$ cat config.mk
export PLATFORM = sky130hd
export DESIGN_NAME = cumulative_share_channel_selector
export DESIGN_NICKNAME = d
export VERILOG_FILES = /design/src/hdl/cscs_pkg.sv /design/src/hdl/cumulative_share_channel_selector.sv
export SDC_FILE = /design/constraint.sdc
export NUM_CORES = 2
export LEC_CHECK = 0
export ABC_AREA = 1
export BUFFER_PORTS_ARGS = -buffer_cell sky130_fd_sc_hd__buf_2
export CAP_MARGIN = 25
export CORE_AREA = 10 10 713 434
export DETAILED_ROUTE_END_ITERATION = 16
export DIE_AREA = 0 0 723 444
export PLACE_DENSITY_LB_ADDON = 0.3
export SETUP_SLACK_MARGIN = 0.2
export SYNTH_ARGS = -nofsm -noshare
export SYNTH_HDL_FRONTEND = slang
export SYNTH_SLANG_ARGS = --single-unit
$ cat constraint.sdc
create_clock -name i_clk -period 10.17 [get_ports i_clk]
set_clock_uncertainty 0.15 [all_clocks]
set_input_delay 0 -clock i_clk [delete_from_list [all_inputs] [get_ports i_clk]]
set_output_delay 0 -clock i_clk [all_outputs]
set_load 0.03 [all_outputs]
$ cat src/hdl/cscs_pkg.sv
`timescale 1ns / 1ps
// ----------------------------------------------------------------------------
// cscs_pkg
// Shared constants of the cumulative share channel selector.
// ----------------------------------------------------------------------------
package cscs_pkg;
    localparam int SLOT_BITS  = 6;
    localparam int SLOT_COUNT = 1 << SLOT_BITS;
    localparam int ACC_BITS   = 7;
    localparam int RATE_PORT_BITS = 32;
    localparam logic [ACC_BITS-1:0] PCT_FULL  = 7'd100;
    localparam logic [ACC_BITS-1:0] ACC_RESET = 7'd10;
endpackage

$ cat src/hdl/cumulative_share_channel_selector.sv
`timescale 1ns / 1ps
// ----------------------------------------------------------------------------
// cumulative_share_channel_selector
// Keeps, per bin, the channels that carry the top share of the total rate.
// ----------------------------------------------------------------------------
// A bin end with a nonzero total rate holds busy while the entry memory is
// scanned pairwise through its single read port (one entry per cycle).
// A group end then emits one verdict per cycle, group_channels verdicts.
// Reset (synchronous, active low) clears fill count, sum and flags, and sets the share register to ACC_RESET.
// Results are strobed for one cycle and cannot be stalled.
module cumulative_share_channel_selector #(
    parameter int MAX_CHANNELS = 64,
    parameter int RATE_BITS    = 32
) (
    input  logic                              i_clk,
    input  logic                              i_rst_n,
    input  logic                              i_cfg_we,
    input  logic [cscs_pkg::ACC_BITS-1:0]     i_cfg_wdata,
    input  logic                              i_start,
    output logic                              o_busy,
    input  logic [cscs_pkg::RATE_PORT_BITS-1:0] i_rate_value,
    input  logic [cscs_pkg::SLOT_BITS-1:0]    i_channel_slot,
    input  logic                              i_bin_end,
    input  logic                              i_group_end,
    output logic                              o_valid,
    output logic [cscs_pkg::SLOT_BITS-1:0]    o_out_slot,
    output logic                              o_important,
    output logic                              o_last
);
    localparam int SB = cscs_pkg::SLOT_BITS;
    localparam int AB = cscs_pkg::ACC_BITS;
    localparam int AW = (MAX_CHANNELS > 1) ? $clog2(MAX_CHANNELS) : 1;
    localparam int CW = $clog2(MAX_CHANNELS + 1);
    localparam int SW = RATE_BITS + CW;
    localparam int PW = SW + AB;
    localparam int EW = RATE_BITS + SB;

    typedef enum logic [2:0] {
        ST_IDLE, ST_SETUP, ST_LOAD_I, ST_HOLD_I, ST_SCAN, ST_PROD, ST_CMP, ST_OUT
    } t_state;

    t_state r_state;
    logic [AB-1:0] r_acc;
    logic [CW-1:0] r_fill, r_n, r_i, r_j;
    logic [SW-1:0] r_sum, r_cum;
    logic [PW-1:0] r_tsum, r_prod;
    logic [RATE_BITS-1:0] r_ri;
    logic [SB-1:0] r_si;
    logic r_pv, r_ge;
    logic [SB:0] r_gch;
    logic [SB:0] r_k;
    logic [cscs_pkg::SLOT_COUNT-1:0] r_flags, r_clr, r_set;
    logic [EW-1:0] r_mem [MAX_CHANNELS];
    logic [EW-1:0] r_rd;

    logic [RATE_BITS-1:0] w_rate;
    logic                 w_store;
    logic [SW-1:0]        n_sum;
    logic [CW-1:0]        n_fill;
    logic [AW-1:0]        w_rd_addr;
    logic [AB-1:0]        w_thr;
    logic [RATE_BITS-1:0] w_rj;
    logic [SB-1:0]        w_sj;

    assign w_rate  = RATE_BITS'(i_rate_value);
    assign w_store = r_fill < CW'(MAX_CHANNELS);
    assign n_sum   = r_sum + (w_store ? SW'(w_rate) : SW'(0));
    assign n_fill  = w_store ? r_fill + CW'(1) : r_fill;
    assign w_thr   = (r_acc >= cscs_pkg::PCT_FULL) ? AB'(0) : cscs_pkg::PCT_FULL - r_acc;
    assign w_rj    = r_rd[EW-1:SB];
    assign w_sj    = r_rd[SB-1:0];
    assign o_busy  = r_state != ST_IDLE;

    always_comb begin
        if (r_state == ST_SCAN) begin
            w_rd_addr = r_j[AW-1:0];
        end else begin
            w_rd_addr = r_i[AW-1:0];
        end
    end

    always_ff @(posedge i_clk) begin
        if (r_state == ST_IDLE && i_start && w_store) begin
            r_mem[r_fill[AW-1:0]] <= {w_rate, i_channel_slot};
        end
        r_rd <= r_mem[w_rd_addr];
    end

    always_ff @(posedge i_clk) begin
        if (!i_rst_n) begin
            r_state     <= ST_IDLE;
            r_acc       <= cscs_pkg::ACC_RESET;
            r_fill      <= '0;
            r_sum       <= '0;
            r_gch       <= '0;
            r_flags     <= '0;
            r_clr       <= '0;
            r_set       <= '0;
            r_pv        <= 1'b0;
            r_ge        <= 1'b0;
            o_valid     <= 1'b0;
            o_out_slot  <= '0;
            o_important <= 1'b0;
            o_last      <= 1'b0;
        end else begin
            o_valid <= 1'b0;
            if (i_cfg_we) begin
                r_acc <= i_cfg_wdata;
            end
            unique case (r_state)
                ST_IDLE: begin
                    if (i_start) begin
                        r_ge <= i_group_end;
                        if ((SB + 1)'(i_channel_slot) + 1'b1 > r_gch) begin
                            r_gch <= (SB + 1)'(i_channel_slot) + 1'b1;
                        end
                        if (i_bin_end || i_group_end) begin
                            r_n    <= n_fill;
                            r_sum  <= n_sum;
                            r_fill <= '0;
                            if (n_sum != '0) begin
                                r_state <= ST_SETUP;
                            end else if (i_group_end) begin
                                r_k     <= '0;
                                r_state <= ST_OUT;
                            end
                        end else begin
                            r_fill <= n_fill;
                            r_sum  <= n_sum;
                        end
                    end
                end
                ST_SETUP: begin
                    r_tsum  <= PW'(r_sum) * PW'(w_thr);
                    r_i     <= '0;
                    r_state <= ST_LOAD_I;
                end
                ST_LOAD_I: begin
                    r_state <= ST_HOLD_I;
                end
                ST_HOLD_I: begin
                    r_ri <= w_rj;
                    r_si <= w_sj;
                    if (w_rj == '0) begin
                        // Zero entries sort first, so clears precede every set.
                        r_clr[w_sj] <= 1'b1;
                        r_i <= r_i + CW'(1);
                        r_state <= (r_i + CW'(1) == r_n) ? ST_CMP : ST_LOAD_I;
                    end else begin
                        r_j     <= '0;
                        r_pv    <= 1'b0;
                        r_cum   <= '0;
                        r_state <= ST_SCAN;
                    end
                end
                ST_SCAN: begin
                    r_pv <= r_j < r_n;
                    if (r_j < r_n) begin
                        r_j <= r_j + CW'(1);
                    end
                    // Equal rates are ordered by slot: an equal entry counts only if its slot is not higher.
                    if (r_pv && ((w_rj < r_ri) || (w_rj == r_ri && w_sj <= r_si))) begin
                        r_cum <= r_cum + SW'(w_rj);
                    end
                    if (!(r_j < r_n) && !r_pv) begin
                        r_state <= ST_PROD;
                    end
                end
                ST_PROD: begin
                    r_prod <= (PW'(r_cum) << 6) + (PW'(r_cum) << 5) + (PW'(r_cum) << 2);
                    r_i    <= r_i + CW'(1);
                    r_state <= ST_CMP;
                end
                ST_CMP: begin
                    if (r_ri != '0 && r_prod > r_tsum) begin
                        r_set[r_si] <= 1'b1;
                    end
                    r_ri <= '0;
                    if (r_i == r_n) begin
                        r_flags <= (r_flags & ~r_clr) | r_set
                                   | (r_ri != '0 && r_prod > r_tsum ?
                                      (cscs_pkg::SLOT_COUNT)'(1) << r_si : '0);
                        r_clr <= '0;
                        r_set <= '0;
                        r_sum <= '0;
                        r_k   <= '0;
                        r_state <= r_ge ? ST_OUT : ST_IDLE;
                    end else begin
                        r_state <= ST_LOAD_I;
                    end
                end
                ST_OUT: begin
                    o_valid     <= 1'b1;
                    o_out_slot  <= r_k[SB-1:0];
                    o_important <= r_flags[r_k[SB-1:0]];
                    o_last      <= r_k + 1'b1 == r_gch;
                    r_k         <= r_k + 1'b1;
                    if (r_k + 1'b1 == r_gch) begin
                        r_flags <= '0;
                        r_gch   <= '0;
                        r_fill  <= '0;
                        r_sum   <= '0;
                        r_state <= ST_IDLE;
                    end
                end
                default: r_state <= ST_IDLE;
            endcase
        end
    end
endmodule

==> impl_metrics.csv <==
group,metric,value,unit
run_status,status,"complete, no violations",
placement,place_area,138000,sq um
synth,synth_seq_cells,2931,
cts,cts.path.max_buffers,4,
sta,fmax,140,MHz
flow_run,max_cap_violations,0,
finish,n_fill_cell,25718,
critical_path,cp_common_cell,"inv_1",
synth,syn-cell-area,133000,sq um
power,leakage,52.1,nW
synth,synth-edff-count,2627,
routing,dr.pass1.iters,6,
synth,syn_inst,12071,
die,die_w,723,microns
finish,multi_input_area,42400,sq um
critical_path,max_stage_delay,0.62,ns
sta,fin_setup_tns,0,ns
critical_path,worstPathArrival,7.60,ns
cts,clkSinkCount,2931,
sta,slew_headroom,18.5,%
cts,cts_buffers,282,
sta,hold_ws,0.0902,ns
die,die_area,321000,sq um
cts,clock-root-buffer,"clkbuf_16",
critical_path,crit_slowest_cell,"fa_1",
sta,drv_slew,0,
finish,final_area,148000,sq um
synth,ys_seq_area_share,63.9,%
die,coreArea,296000,sq um
routing,vias_per_cell,6.09,
placement,dp_hpwl,271,mm
cts,cts_tree,"yes",
critical_path,worstSetupStartpointType,"flip-flop",
sta,rsz0062_at_grt,"false",
die,die-height,444,microns
global_routing,antenna_found_initial,33,
global_routing,grt-ovfl-total,0,
synth,synth_cell_types,60,
routing,first_iter_violations,15930,
critical_path,crit_type,"flip-flop to flip-flop",
finish,regArea,85000,sq um
finish,nets,12667,
cts,htreeDepth,5,
finish,drive_above_1_share,6.85,%
die,io_pins,61,
hold_path,hp-class,"input pin to flip-flop",
synth,syn_nets,12619,
cts,path_clk_slew,0.07,ns
routing,totalWireLength,450,mm
cts,insertion_delay,0.90,ns
sta,hold_viol_final,0,
global_routing,grt_first_pass_wirelength,642,mm
routing,num_vias,99078,
sta,fin_crit,7.15,ns
critical_path,required,10.62,ns
sta,tightest_slew,1.22,ns
synth,ys.flop_type,"edfxtp_1",
critical_path,crit_fanout,33,
die,rows,155,
synth,ys_warn_count,0,
routing,ant_nets,0,
global_routing,globalRouteTotalUtil,26.9,%
placement,gp_congestion,0.927,
finish,area_growth,11.6,%
power,fin_total_pwr,37.4,mW
sta,setup_viol,0,
synth,synthArstFlopShare,0,%
power,ir_worst_vdd,0.181,mV
synth,syn_area_per_cell,11.0,sq um
power,p_per_area,252,nW/um^2
global_routing,first_global_vias,91484,
sta,fin_crit_sh,70.3,%
routing,avgRoutedWirePerCell,27.7,microns
routing,drc,0,
global_routing,grt_max_degree,174,
placement,port_buffers,60,
die,initial_utilization,44.8,%
critical_path,worstSetupEndpointType,"flip-flop",
-- worst paths after layout --
check	to	startpoint	cells after the start	slack, ns
setup / recovery	r_tsum[33]	r_acc[0]	27	3.02
hold / removal	r_mem[41][27]	i_rate_value[21]	3	0.09
setup reg to reg	r_tsum[33]	r_acc[0]	27	3.02
hold reg to reg	r_set[48]	r_set[48]	2	0.31
-- Yosys cell counts (2+ instances only) --
cell type	count	area (sq um)
and3_1	4	25.0
a221oi_1	2	17.5
xor2_1	75	657
buf_2	199	996
o21ai_1	105	526
and2_1	2	12.5
clkinv_1	4	15.0
dfxtp_1	304	6090
buf_6	5	56.3
or2_2	4	25.0
inv_2	8	30.0
o21ai_0	1578	7900
buf_1	10	37.5
fa_1	222	4440
o21ai_2	3	26.3
o21a_1	24	180
nand2_2	3	18.8
inv_1	861	3230
o211ai_1	118	886
o22ai_1	680	4250
clkbuf_1	420	1580
nand4_1	42	263
a22oi_1	14	105
nand2_1	1029	3860
a211oi_1	3	22.5
o21bai_1	13	97.6
a31oi_1	52	325
o31ai_1	4	30.0
o221ai_1	87	762
nand3_1	259	1300
nor3_1	64	320
or4_1	2	15.0
xnor2_1	33	289
a21o_1	14	105
ha_1	275	3440
edfxtp_1	2627	78900
nor2_1	2266	8510
nand3_4	2	35.0
a21oi_1	557	2790
nor4_1	23	144
a21boi_0	7	52.6
o2111ai_1	19	166
nand3b_1	8	60.1
buf_4	24	180
-- stage by stage --
step	setup slack (ns)	cells	utilization [%]
final	3.02	16261	50.1
after floorplan	4.19	12071	-
after global routing	2.61	16256	50.1
after detailed placement	3.21	15665	46.6
after CTS	3.18	16235	50.0
after global placement	3.32	15657	46.6
-- flip-flops by register name, summed over array words and instances (netlist names), 32 cells and up --
register and count:
r_mem 2432, r_sum 39, r_set 64, r_ri 32, r_clr 64, r_prod 44, r_flags 64, r_cum 39
r_tsum 46, r_rd 38
-- cell usage in the layout (no fill, tap or decap), types with 52 or more instances in the layout --
cell type / n
a21oi_1: 555
a31oi_1: 52
buf_2: 61
buf_4: 254
clkbuf_1: 58
clkbuf_16: 292
dfxtp_1: 304
dlygate4sd3_1: 76
edfxtp_1: 2627
fa_1: 222
ha_1: 275
inv_1: 858
nand2_1: 1027
nand3_1: 259
nor2_1: 2200
nor2_4: 64
nor3_1: 62
o211ai_1: 118
o21ai_0: 1577
o21ai_1: 104
o221ai_1: 87
o22ai_1: 680
xor2_1: 75
-- logic make-up after synthesis --
logic type	synth area share, %
AND/OR/NAND/NOR	11.0
AO/OA/AOI/OAI	13.8
flip-flops	63.9
buffers and inverters	4.61
adder cells (fa/ha/maj)	5.93
XOR/XNOR	0.712
-- final cells by class --
type	instances	share of cell area, %
tap	3925	3.31
clock inverter	130	0.945
inverter	874	2.24
timing repair buffer	422	2.41
clock buffer	364	5.20
multi-input combinational	7608	28.6
sequential	2931	57.3
antenna	7	0.0118
-- routing by layer --
layer / part of all wire [%] / routed length (microns) / vias to the layer above / track usage (%)
li1: - / - / 43107 / -
met2: 38 / 173000 / 6459 / 35.0
met5: 0.13 / 567 / - / 0
met1: 42 / 191000 / 48745 / 41.0
met4: 2.5 / 11500 / 34 / 6.43
met3: 16 / 74000 / 733 / 10.9
-- repair_timing --
action,4_1_cts,5_1_grt
hold endpoints to repair,2383,0
hold buffers,76,0
buffers inserted,0,0
gates resized for setup,0,0
-- critical path: cells and delay by family, from the launching register on --
family	cells	cell delay (ns)
buffers and inverters	7	0.92
XOR/XNOR	1	0.14
flip-flops	1	0.30
AND/OR/NAND/NOR	5	0.56
AO/OA/AOI/OAI	9	2.41
adder cells (fa/ha/maj)	5	2.41
-- power breakdown --
part           total [mW]  internal [mW]  switching (mW)
Clock                10.7           6.08            4.64
Combinational        12.6           3.43            9.15
Sequential           14.1           13.6           0.512
No activity file was read; power rests on OpenSTA's default activity.
